### src/rtl/mrmt_pkg.sv
// ----------------------------------------------------------------------------
// mrmt_pkg: shared constants for the multipath route merge table
// Command and status codes, field widths and parameter defaults.
// ----------------------------------------------------------------------------
`default_nettype none

package mrmt_pkg;

  // parameter defaults
  localparam int TABLE_DEPTH_DEF = 32;
  localparam int PORT_BITS_DEF   = 8;
  localparam int MAX_IFACES_DEF  = 4;

  // fixed field widths
  localparam int ADDR_W    = 32;
  localparam int COST_W    = 16;
  localparam int STATUS_W  = 4;
  localparam int CMD_W     = 2;
  localparam int CFG_IDX_W = 3;
  localparam int NIF_W     = 3;
  localparam int NUM_IFACE_REGS = 4;

  // commands
  localparam logic [CMD_W-1:0] CMD_OFFER = 2'd0;
  localparam logic [CMD_W-1:0] CMD_FLUSH = 2'd1;
  localparam logic [CMD_W-1:0] CMD_CLEAR = 2'd2;

  // configuration register indexes
  localparam logic [CFG_IDX_W-1:0] REG_NUM_IFACES = 3'd0;
  localparam logic [CFG_IDX_W-1:0] REG_IFACE_A    = 3'd1;
  localparam logic [CFG_IDX_W-1:0] REG_IFACE_B    = 3'd2;
  localparam logic [CFG_IDX_W-1:0] REG_IFACE_C    = 3'd3;
  localparam logic [CFG_IDX_W-1:0] REG_IFACE_D    = 3'd4;

  // result status codes
  localparam logic [STATUS_W-1:0] ST_NEW        = 4'd0;
  localparam logic [STATUS_W-1:0] ST_PRI_JOIN   = 4'd1;
  localparam logic [STATUS_W-1:0] ST_BACKUP_SET = 4'd2;
  localparam logic [STATUS_W-1:0] ST_BACKUP_JOIN= 4'd3;
  localparam logic [STATUS_W-1:0] ST_PRI_REPL   = 4'd4;
  localparam logic [STATUS_W-1:0] ST_UNCHANGED  = 4'd5;
  localparam logic [STATUS_W-1:0] ST_LOCAL_SKIP = 4'd6;
  localparam logic [STATUS_W-1:0] ST_FULL       = 4'd7;
  localparam logic [STATUS_W-1:0] ST_ENTRY      = 4'd8;
  localparam logic [STATUS_W-1:0] ST_EMPTY      = 4'd9;
  localparam logic [STATUS_W-1:0] ST_CLEARED    = 4'd10;

  // sequencer states
  typedef enum logic [2:0] {
    S_IDLE = 3'b001,
    S_SCAN = 3'b010,
    S_DONE = 3'b100
  } state_t;

endpackage

`default_nettype wire

### src/rtl/mrmt_cell.sv
// ----------------------------------------------------------------------------
// mrmt_cell: one route table slot in the rotating ring
// Holds one packed entry and takes its neighbor's entry on each shift.
// ----------------------------------------------------------------------------
`default_nettype none

module mrmt_cell #(
  parameter int ENTRY_W = 128
) (
  input  wire logic               clk,
  input  wire logic               shift_en,
  input  wire logic [ENTRY_W-1:0] entry_in,
  output logic      [ENTRY_W-1:0] entry_out
);

  logic [ENTRY_W-1:0] entry_r;

  // payload register, moves one place along the ring per shift
  always_ff @(posedge clk) begin
    if (shift_en) begin
      entry_r <= entry_in;
    end
  end

  assign entry_out = entry_r;

endmodule

`default_nettype wire

### src/rtl/multipath_route_merge_table.sv
// ----------------------------------------------------------------------------
// multipath_route_merge_table: ECMP route table with backup paths
// Ring of slot cells rotated by a small sequencer that merges, flushes and
// clears routes.
// ----------------------------------------------------------------------------
// The table is a ring of TABLE_DEPTH cells that rotates one place per cycle
// in the scan state, so every slot passes the merge logic once. An offer runs
// a full rotation in S_SCAN and then S_DONE, which registers its result word
// onto the out_ ports; the next command is taken in the cycle that word is
// out. A flush gives one word per stored entry, newest first, during a full
// rotation and takes the next command in the cycle its last word is out;
// clear and an empty flush answer in the next cycle. busy is high while a
// command runs. Each result word is on the out_ ports for one cycle with
// out_valid high and cannot be held off.
// ----------------------------------------------------------------------------
`default_nettype none

module multipath_route_merge_table #(
  parameter int TABLE_DEPTH = mrmt_pkg::TABLE_DEPTH_DEF,
  parameter int PORT_BITS   = mrmt_pkg::PORT_BITS_DEF,
  parameter int MAX_IFACES  = mrmt_pkg::MAX_IFACES_DEF
) (
  input  wire logic                           clk,
  input  wire logic                           rst_n,
  // command channel
  input  wire logic                           start,
  output logic                                busy,
  input  wire logic [mrmt_pkg::CMD_W-1:0]     in_command,
  input  wire logic [mrmt_pkg::ADDR_W-1:0]    in_subnet,
  input  wire logic [mrmt_pkg::ADDR_W-1:0]    in_netmask,
  input  wire logic [mrmt_pkg::COST_W-1:0]    in_path_cost,
  input  wire logic [PORT_BITS-1:0]           in_port_bits,
  // result channel
  output logic                                out_valid,
  output logic [mrmt_pkg::STATUS_W-1:0]       out_status,
  output logic [mrmt_pkg::ADDR_W-1:0]         out_route_dest,
  output logic [mrmt_pkg::ADDR_W-1:0]         out_route_mask,
  output logic [PORT_BITS-1:0]                out_primary_ports,
  output logic [PORT_BITS-1:0]                out_backup_ports,
  output logic                                out_last,
  // configuration channel
  input  wire logic                           cfg_valid,
  output logic                                cfg_ready,
  input  wire logic [mrmt_pkg::CFG_IDX_W-1:0] cfg_index,
  input  wire logic [mrmt_pkg::ADDR_W-1:0]    cfg_data
);

  localparam int AW = mrmt_pkg::ADDR_W;
  localparam int CWD = mrmt_pkg::COST_W;
  localparam int ENTRY_W = 2 * AW + 2 * PORT_BITS + 2 * CWD;
  localparam int TW = (TABLE_DEPTH > 1) ? $clog2(TABLE_DEPTH) : 1;
  localparam int NW = $clog2(TABLE_DEPTH + 1);
  localparam logic [TW-1:0] LAST_T = TW'(TABLE_DEPTH - 1);
  localparam logic [NW-1:0] DEPTH_N = NW'(TABLE_DEPTH);

  // entry layout: {dest, mask, primary, backup, primary cost, backup cost}
  localparam int BC_LO = 0;
  localparam int PC_LO = BC_LO + CWD;
  localparam int BK_LO = PC_LO + CWD;
  localparam int PR_LO = BK_LO + PORT_BITS;
  localparam int MK_LO = PR_LO + PORT_BITS;
  localparam int DS_LO = MK_LO + AW;

  // configuration registers
  logic [mrmt_pkg::NIF_W-1:0] num_ifaces_r;
  logic [AW-1:0]              iface_ip_r [mrmt_pkg::NUM_IFACE_REGS];

  assign cfg_ready = 1'b1;

  always_ff @(posedge clk) begin
    if (!rst_n) begin
      num_ifaces_r <= '0;
      for (int j = 0; j < mrmt_pkg::NUM_IFACE_REGS; j++) begin
        iface_ip_r[j] <= '0;
      end
    end else if (cfg_valid) begin
      case (cfg_index)
        mrmt_pkg::REG_NUM_IFACES: num_ifaces_r  <= cfg_data[mrmt_pkg::NIF_W-1:0];
        mrmt_pkg::REG_IFACE_A:    iface_ip_r[0] <= cfg_data;
        mrmt_pkg::REG_IFACE_B:    iface_ip_r[1] <= cfg_data;
        mrmt_pkg::REG_IFACE_C:    iface_ip_r[2] <= cfg_data;
        mrmt_pkg::REG_IFACE_D:    iface_ip_r[3] <= cfg_data;
        default: ;
      endcase
    end
  end

  // local interface check on the incoming candidate
  logic local_hit;
  always_comb begin
    local_hit = 1'b0;
    for (int j = 0; j < mrmt_pkg::NUM_IFACE_REGS; j++) begin
      if (j < MAX_IFACES && 32'(j) < 32'(num_ifaces_r) &&
          (iface_ip_r[j] & in_netmask) == in_subnet) begin
        local_hit = 1'b1;
      end
    end
  end

  // ring of cells
  logic [ENTRY_W-1:0] ring_q [TABLE_DEPTH];
  logic [ENTRY_W-1:0] wrap_entry;
  logic               shift_en;

  for (genvar g = 0; g < TABLE_DEPTH; g++) begin : g_cell
    mrmt_cell #(.ENTRY_W(ENTRY_W)) u_cell (
      .clk       (clk),
      .shift_en  (shift_en),
      .entry_in  ((g == 0) ? wrap_entry : ring_q[(g == 0) ? 0 : g - 1]),
      .entry_out (ring_q[g])
    );
  end

  // control and held command
  mrmt_pkg::state_t state_r, state_nxt;
  logic [TW-1:0]    t_r, t_nxt;
  logic [NW-1:0]    count_r, count_nxt;
  logic             found_r, found_nxt;
  logic             local_r, local_nxt;
  logic [mrmt_pkg::CMD_W-1:0] cmd_r, cmd_nxt;
  logic [AW-1:0]    sub_r, sub_nxt, msk_r, msk_nxt;
  logic [CWD-1:0]   cost_r, cost_nxt;
  logic [PORT_BITS-1:0] port_r, port_nxt;

  // held merge result
  logic [mrmt_pkg::STATUS_W-1:0] res_st_r, res_st_nxt;
  logic [AW-1:0]        res_dest_r, res_dest_nxt, res_mask_r, res_mask_nxt;
  logic [PORT_BITS-1:0] res_pri_r, res_pri_nxt, res_bk_r, res_bk_nxt;

  // output word registers
  logic                          ov_r, ov_nxt, ol_r, ol_nxt;
  logic [mrmt_pkg::STATUS_W-1:0] ost_r, ost_nxt;
  logic [AW-1:0]                 od_r, od_nxt, om_r, om_nxt;
  logic [PORT_BITS-1:0]          op_r, op_nxt, ob_r, ob_nxt;

  // head of the ring
  logic [AW-1:0]        h_dest, h_mask;
  logic [PORT_BITS-1:0] h_pri, h_bk;
  logic [CWD-1:0]       h_pc, h_bc;
  logic [TW-1:0]        slot;
  logic                 in_table;

  assign h_dest = ring_q[TABLE_DEPTH-1][DS_LO +: AW];
  assign h_mask = ring_q[TABLE_DEPTH-1][MK_LO +: AW];
  assign h_pri  = ring_q[TABLE_DEPTH-1][PR_LO +: PORT_BITS];
  assign h_bk   = ring_q[TABLE_DEPTH-1][BK_LO +: PORT_BITS];
  assign h_pc   = ring_q[TABLE_DEPTH-1][PC_LO +: CWD];
  assign h_bc   = ring_q[TABLE_DEPTH-1][BC_LO +: CWD];
  assign slot   = LAST_T - t_r;
  assign in_table = NW'(slot) < count_r;
  assign shift_en = (state_r == mrmt_pkg::S_SCAN);
  assign busy = (state_r != mrmt_pkg::S_IDLE);

  // merge of a candidate into the matching entry
  logic [mrmt_pkg::STATUS_W-1:0] m_st;
  logic [PORT_BITS-1:0] m_pri, m_bk;
  logic [CWD-1:0]       m_pc, m_bc;
  always_comb begin
    m_st = mrmt_pkg::ST_LOCAL_SKIP;
    m_pri = h_pri;
    m_bk = h_bk;
    m_pc = h_pc;
    m_bc = h_bc;
    if (local_r) begin
      m_st = mrmt_pkg::ST_LOCAL_SKIP;
    end else if (cost_r == h_pc) begin
      m_pri = h_pri | port_r;
      m_st = mrmt_pkg::ST_PRI_JOIN;
    end else if (cost_r > h_pc) begin
      if (h_bk == '0 || cost_r < h_bc) begin
        m_bk = port_r;
        m_bc = cost_r;
        m_st = mrmt_pkg::ST_BACKUP_SET;
      end else if (cost_r == h_bc) begin
        m_bk = h_bk | port_r;
        m_st = mrmt_pkg::ST_BACKUP_JOIN;
      end else begin
        m_st = mrmt_pkg::ST_UNCHANGED;
      end
    end else begin
      m_pri = port_r;
      m_pc = cost_r;
      if (h_bk == '0 || h_pc < h_bc) begin
        m_bk = h_pri;
        m_bc = h_pc;
      end
      m_st = mrmt_pkg::ST_PRI_REPL;
    end
  end

  // sequencer
  always_comb begin
    state_nxt = state_r;
    t_nxt = t_r;
    count_nxt = count_r;
    found_nxt = found_r;
    local_nxt = local_r;
    cmd_nxt = cmd_r;
    sub_nxt = sub_r;
    msk_nxt = msk_r;
    cost_nxt = cost_r;
    port_nxt = port_r;
    res_st_nxt = res_st_r;
    res_dest_nxt = res_dest_r;
    res_mask_nxt = res_mask_r;
    res_pri_nxt = res_pri_r;
    res_bk_nxt = res_bk_r;
    ov_nxt = 1'b0;
    ol_nxt = 1'b0;
    ost_nxt = ost_r;
    od_nxt = od_r;
    om_nxt = om_r;
    op_nxt = op_r;
    ob_nxt = ob_r;
    wrap_entry = ring_q[TABLE_DEPTH-1];
    case (state_r)
      mrmt_pkg::S_IDLE: begin
        if (start) begin
          cmd_nxt = in_command;
          sub_nxt = in_subnet;
          msk_nxt = in_netmask;
          cost_nxt = in_path_cost;
          port_nxt = in_port_bits;
          local_nxt = local_hit;
          found_nxt = 1'b0;
          t_nxt = '0;
          case (in_command)
            mrmt_pkg::CMD_CLEAR: begin
              count_nxt = '0;
              ov_nxt = 1'b1;
              ol_nxt = 1'b1;
              ost_nxt = mrmt_pkg::ST_CLEARED;
              od_nxt = '0;
              om_nxt = '0;
              op_nxt = '0;
              ob_nxt = '0;
            end
            mrmt_pkg::CMD_FLUSH: begin
              if (count_r == '0) begin
                ov_nxt = 1'b1;
                ol_nxt = 1'b1;
                ost_nxt = mrmt_pkg::ST_EMPTY;
                od_nxt = '0;
                om_nxt = '0;
                op_nxt = '0;
                ob_nxt = '0;
              end else begin
                state_nxt = mrmt_pkg::S_SCAN;
              end
            end
            mrmt_pkg::CMD_OFFER: state_nxt = mrmt_pkg::S_SCAN;
            default: ;
          endcase
        end
      end
      mrmt_pkg::S_SCAN: begin
        if (cmd_r == mrmt_pkg::CMD_FLUSH) begin
          if (in_table) begin
            ov_nxt = 1'b1;
            ol_nxt = (slot == '0);
            ost_nxt = mrmt_pkg::ST_ENTRY;
            od_nxt = h_dest;
            om_nxt = h_mask;
            op_nxt = h_pri;
            ob_nxt = h_bk;
          end
        end else if (in_table && h_dest == sub_r) begin
          found_nxt = 1'b1;
          wrap_entry = {h_dest, h_mask, m_pri, m_bk, m_pc, m_bc};
          res_st_nxt = m_st;
          res_dest_nxt = h_dest;
          res_mask_nxt = h_mask;
          res_pri_nxt = m_pri;
          res_bk_nxt = m_bk;
        end else if (NW'(slot) == count_r) begin
          // stage the candidate in the first free slot
          wrap_entry = {sub_r, msk_r, port_r, {PORT_BITS{1'b0}}, cost_r, {CWD{1'b0}}};
        end
        t_nxt = t_r + 1'b1;
        if (t_r == LAST_T) begin
          t_nxt = '0;
          state_nxt = (cmd_r == mrmt_pkg::CMD_FLUSH) ? mrmt_pkg::S_IDLE
                                                     : mrmt_pkg::S_DONE;
        end
      end
      mrmt_pkg::S_DONE: begin
        ov_nxt = 1'b1;
        ol_nxt = 1'b1;
        if (found_r) begin
          ost_nxt = res_st_r;
          od_nxt = res_dest_r;
          om_nxt = res_mask_r;
          op_nxt = res_pri_r;
          ob_nxt = res_bk_r;
        end else if (count_r >= DEPTH_N) begin
          ost_nxt = mrmt_pkg::ST_FULL;
          od_nxt = sub_r;
          om_nxt = msk_r;
          op_nxt = '0;
          ob_nxt = '0;
        end else begin
          ost_nxt = mrmt_pkg::ST_NEW;
          od_nxt = sub_r;
          om_nxt = msk_r;
          op_nxt = port_r;
          ob_nxt = '0;
          count_nxt = count_r + 1'b1;
        end
        state_nxt = mrmt_pkg::S_IDLE;
      end
      default: state_nxt = mrmt_pkg::S_IDLE;
    endcase
  end

  // control registers
  always_ff @(posedge clk) begin
    if (!rst_n) begin
      state_r <= mrmt_pkg::S_IDLE;
      t_r <= '0;
      count_r <= '0;
      found_r <= 1'b0;
      ov_r <= 1'b0;
      ol_r <= 1'b0;
    end else begin
      state_r <= state_nxt;
      t_r <= t_nxt;
      count_r <= count_nxt;
      found_r <= found_nxt;
      ov_r <= ov_nxt;
      ol_r <= ol_nxt;
    end
  end

  // payload registers
  always_ff @(posedge clk) begin
    local_r <= local_nxt;
    cmd_r <= cmd_nxt;
    sub_r <= sub_nxt;
    msk_r <= msk_nxt;
    cost_r <= cost_nxt;
    port_r <= port_nxt;
    res_st_r <= res_st_nxt;
    res_dest_r <= res_dest_nxt;
    res_mask_r <= res_mask_nxt;
    res_pri_r <= res_pri_nxt;
    res_bk_r <= res_bk_nxt;
    ost_r <= ost_nxt;
    od_r <= od_nxt;
    om_r <= om_nxt;
    op_r <= op_nxt;
    ob_r <= ob_nxt;
  end

  assign out_valid = ov_r;
  assign out_last = ol_r;
  assign out_status = ost_r;
  assign out_route_dest = od_r;
  assign out_route_mask = om_r;
  assign out_primary_ports = op_r;
  assign out_backup_ports = ob_r;

endmodule

`default_nettype wire

### config.mk
export PLATFORM = sky130hd
export DESIGN_NAME = multipath_route_merge_table
export DESIGN_NICKNAME = d
export VERILOG_FILES = /design/src/rtl/mrmt_pkg.sv /design/src/rtl/mrmt_cell.sv /design/src/rtl/multipath_route_merge_table.sv
export SDC_FILE = /design/constraint.sdc
export NUM_CORES = 2
export LEC_CHECK = 0
export BUFFER_PORTS_ARGS = -buffer_cell sky130_fd_sc_hd__buf_2
export CAP_MARGIN = 30
export CORE_MARGIN = 4
export CORE_UTILIZATION = 35
export CTS_CLUSTER_SIZE = 30
export DETAILED_ROUTE_END_ITERATION = 10
export PLACE_DENSITY = 0.57
export SYNTH_ARGS = -nofsm -noshare
export SYNTH_HDL_FRONTEND = slang
export SYNTH_HIERARCHICAL = 1
export SYNTH_SLANG_ARGS = --single-unit
### constraint.sdc
create_clock -name clk -period 223.8 [get_ports clk]
set_input_delay 22.38 -clock clk [delete_from_list [all_inputs] [get_ports clk]]
set_output_delay 22.38 -clock clk [all_outputs]
set_load 0.01 [all_outputs]
Word level (Yosys, flattened, before mapping)
Memory sizes are Yosys's and may differ from the RTL's.
Cells that the tools add are included.
{ "totals": {"ff_bits": 3863, "mem_bits_rw": 128, "in_bits": 129, "output_inout_bits": 88, "elab_cells": 243, "n_memories": 1} }
{ "op_classes": {"addsub": 3, "magnitude_cmp": 9, "n_eq_ne": 33, "mux": 104, "n_bitwise": 12, "reduce_logical": 25} }
{ "memory_table": {"columns": ["name", "words", "word_bits", "rd", "rd_ports_with_merged_regs", "wr", "line", "rtl"], "rows": [
  ["iface_ip_r", 4, 32, 4, 0, 4, "multipath_route_merge_table.sv:66", "logic [AW-1:0] iface_ip_r [mrmt_pkg::NUM_IFACE_REGS];"]
]} }
{ "op_table": {"columns": ["operator", "n"], "rows": [
  ["2-to-1 mux 32 bit", 12],
  ["2-to-1 mux 112 bit", 3],
  ["case mux 32 bit (3 select lines)", 2],
  ["== test 32 bit", 5],
  ["2-to-1 mux 8 bit", 18],
  ["AND 32 bit", 4],
  ["2-to-1 mux 16 bit", 8],
  ["case mux 32 bit (2 select lines)", 1],
  ["case mux 8 bit (3 select lines)", 2],
  ["== test 16 bit", 2],
  ["< comparator 16 bit", 2],
  ["2-to-1 mux 1 bit", 27],
  ["2-to-1 mux 3 bit", 9],
  ["2-to-1 mux 6 bit", 4],
  ["2-to-1 mux 4 bit", 5],
  ["> comparator 16 bit", 1],
  ["inequality test 2 bit, second input constant", 8],
  ["OR 8 bit", 2],
  ["case mux 8 bit (2 select lines)", 1],
  ["case mux 3 bit (2 select lines)", 2],
  ["case mux 4 bit (3 select lines)", 1],
  ["case mux 6 bit (2 select lines)", 1],
  ["2-to-1 mux 5 bit", 2],
  ["case mux 5 bit (2 select lines)", 1],
  ["38 further kinds", 63]
]} }

Longest topological paths before layout
{ "logic_depth": {"ltp_word": 8, "depth_mapped": 12, "depth_no_buf": 9} }

Modules after synthesis
The synthesis kept the hierarchy.
{ "modules_own_cells": {"columns": ["mod", "n_inst", "cells_per_inst", "area_per_inst_um2", "seq_area_each_um2"], "rows": [
  ["mrmt_cell", 32, 112, 3363.2, 3363.2],
  ["multipath_route_merge_table", 1, 1760, 21201.6, 11991.5]
]} }

Worst setup path before layout
Ideal clock, no wire load.
{ "synth_path": {"path_kind": "register to register", "startpoint": "reg state_r[1]", "endpoint": "reg g_cell[0].u_cell.entry_r[0], enable pin", "setup_ns": 5.350, "t_arrival_ns": 97.455, "required_ns": 218.450, "path_slack_ns": 120.995, "stages_incl_launch_ff": 6, "n_path_buf": 3, "synth_period_minus_slack_ns": 102.805, "path_cell_list": "dfxtp_1 > or3b_1 > buf_2 > inv_2 > clkbuf_1 > clkbuf_1"} }
{ "synth_via": {"elab_chain_len": 1} }
{ "synth_rtl": {"columns": ["element", "line", "rtl"], "rows": [
  ["start: declaration", "multipath_route_merge_table.sv:115", "mrmt_pkg::state_t state_r, state_nxt;"],
  ["start signal: assignment", "multipath_route_merge_table.sv:318", "state_r <= mrmt_pkg::S_IDLE;"],
  ["start signal: assignment", "multipath_route_merge_table.sv:325", "state_r <= state_nxt;"],
  ["== test 3 x 2 -> 1 bit", "multipath_route_merge_table.sv:151", "assign shift_en = (state_r == mrmt_pkg::S_SCAN);"],
  ["end signal: assignment", "mrmt_cell.sv:21", "entry_r <= entry_in;"],
  ["end: declaration", "mrmt_cell.sv:16", "logic [ENTRY_W-1:0] entry_r;"]
]} }
No other way between the ends.
A chain may end at the register's enable or synchronous reset.

Final worst setup path
{ "layout_path": {"startpoint": "reg state_r[0]", "endpoint": "out busy"} }
{ "layout_via": {"elab_chain_len": 1} }
{ "layout_rtl": {"columns": ["element", "line", "rtl"], "rows": [
  ["inequality test 3 x 1 -> 1 bit", "multipath_route_merge_table.sv:152", "assign busy = (state_r != mrmt_pkg::S_IDLE);"],
  ["end: declaration", "multipath_route_merge_table.sv:27", "output logic busy,"]
]} }
No other way between the ends.

==> impl_metrics.ini <==
[run_status]
outcome = completed

[clocking]
cts_setup_buffers = 0
clock-sinks = 3990
clkTransAtPathRegs_ps = 80
numCtsBuffers = 390
cts-htree-levels = 5
worst_skew_pair.late_latency_ps = 950
cts_tree = done
cts_root_buffer = clkbuf_16
cts-resized-gates = 0
cts_buffer_depth = 4
ctsHoldBuffers = 0

[synth]
ys_warn_count = 6
synthFlopType = edfxtp_1
ys_ff_latch = 3990
syn_inst = 5344
synth_edf_count = 3970
synth_most_common_cell = edfxtp_1
synth_cell_types = 75
synth_top_area_frac = 0.925
async_reset_ff_frac = 0
synth_area_leaders = edfxtp_1, nand2_1, xnor2_1, and2_1, mux2_2
yosys-top-cells-count = edfxtp_1, nand2_1, and2_1
ys_seq_area_frac = 0.929
syn_area_per_cell_um2 = 24.1
synth_nets = 5532
syn_area_um2 = 129000
yosys.area.top_type = edfxtp_1

[floorplan]
core_area_um2 = 366000
dieArea_um2 = 378000
initial_core_util = 0.352
ioPinCount = 217
rows = 222
die_y_um = 615
die_w_um = 615

[pwr]
power.switching_mw = 0.321
power_leakage_nw = 47.0
clkPwrFrac = 0.412
pwr-share-comb = 0.028
p_seq_frac = 0.560
pwr_density_cell_nw_per_um2 = 10.4
p_int_mw = 1.23
peakVddDrop_mv = 0.00738
p_sw_frac = 0.207

[global_route]
grt_max_degree = 220
grt-busiest-layer = met2
grt_pass1_vias = 49500
grt_pass1_wl_mm = 330
met2_usage = 0.176
overflow = 0
grt_util_all_layers = 0.115
grtUsageMet1 = 0.164
use_met3 = 0.0213
grt_antenna_before_repair = 48

[sta]
min_period_ps = 24730
hold_viol_final = 0
max_slew_margin = 0.258
skew_ps = 91.3
period_share = 0.111
rsz0062_at_grt = false
finalSetupTns_ps = 0
slew_violations = 0
finalSetupViolCount = 0
clock.fmax_mhz = 40.4
tightestPinTransition_ps = 1110
hold_ws_ps = 355

[run]
max-cap-violations = 0

[placed_design]
numPortBuffers = 215
dp_cells = 10400
gp_congestion = 0.836
hpwl_mm = 132

[critical_path]
crit_fanout = 4
reg2reg_slack_ps = 215580
cp-end-kind = output port
path_class = register to output port
cp_data_arrival_time_ps = 2350
startpoint_type = register
required_ps = 201420

[finish]
nets = 6143
stdcell_count = 11100
final_layout_size_suffix_gt1_frac = 0.153
area_growth_pct = 16.0

[route]
drt_iter0_drc = 5334
drc_errors = 0
ant_nets = 0
dr_total_vias = 49700
drt_wl_total_mm = 226
vias_per_cell = 4.48
first_pass_iters = 5
post_drt_wl_per_cell_um = 20.3

[min_path]
hold_class = register to register
## cells by family after synthesis
kind of cell | synth area share
simple gates | 0.0209
compound gates | 0.0171
fa+ha+maj | 0.00573
mux | 0.0127
xor+xnor | 0.0109
other cells | 0.0000291
buf+inv | 0.00423
flops | 0.929
## metrics by stage
step	instance area (µm²)	power (mW)	worst slack, ps	utilization
finish	149000	1.55	199070	0.408
global route	149000	1.62	198920	0.408
floorplan	129000	1.07	121000	-
CTS	149000	1.58	198970	0.407
global placement	136000	0.927	198820	0.372
detailed placement	136000	0.930	198880	0.373
## cells in the final DEF (no fill, tap or decap), drive strengths merged, types with 9 or more instances in the layout
cell type and count:
bufinv 34, diode 10, nand3 19, and2 131, o21ai 126, and3 13, a221o 9, a2111oi 15
dfxtp 20, clkbuf 473, a311oi 15, o211ai 18, a22oi 24, mux2 81, xnor2 94, nor4 28
inv 65, nor2 36, a22o 37, clkinvlp 19, mux2i 68, edfxtp 3970, a21oi 34, ha 59
nand2 232, xor2 66, buf 299, o21a 20, clkinv 182, nand4 40
## worst max-delay path, cell delays in order, from the launching register on
cell and delay, ps:
dfxtp_1 440, nor3b_1 580, inv_1 140, buf_2 300
## power groups by stage
stage,registers (mW),logic (mW),clock network (mW)
floorplan,1.05,0.0255,0
global placement,0.885,0.0422,0
detailed placement,0.886,0.0441,0
CTS,0.871,0.0442,0.663
global route,0.872,0.0477,0.697
finish,0.870,0.0437,0.639
## per-layer routing
| metal | share of wire | vias to the layer above | wire length, µm |
|---|---|---|---|
| li1 | - | 22500 | - |
| met1 | 0.46 | 25700 | 105000 |
| met2 | 0.45 | 1064 | 103000 |
| met3 | 0.043 | 440 | 9800 |
| met4 | 0.038 | 4 | 8490 |
| met5 | 0.00012 | - | 27 |
## flip-flops by register name, indices dropped and copies added (netlist names), 16 cells and up
name	cells
out_route_mask	32
g_cell.u_cell/entry_out	3584
cost_r	16
res_dest_r	32
iface_ip_r	128
msk_r	32
out_route_dest	32
res_mask_r	32
sub_r	32
## final timing paths
check | from | endpoint | depth (start not counted)
worst max-delay path | state_r[0] | busy | 3
worst min register to register | g_cell[6].u_cell/entry_out[83] | g_cell[7].u_cell/entry_out[83] | 0
worst min-delay path | g_cell[6].u_cell/entry_out[83] | g_cell[7].u_cell/entry_out[83] | 0
worst max register to register | state_r[0] | g_cell[25].u_cell/entry_out[57] | 10
## area by class of cell
cell class | instances | area, µm²
Antenna cell | 10 | 25.0
Tap cell | 4816 | 6030
Clock buffer | 473 | 10100
Multi-Input combinational cell | 1222 | 8730
Sequential cell | 3990 | 120000
Fill cell | 31600 | 217000
Inverter | 52 | 208
Clock inverter | 248 | 2600
Timing Repair Buffer | 299 | 2100
(Power assumes the default switching activity.)
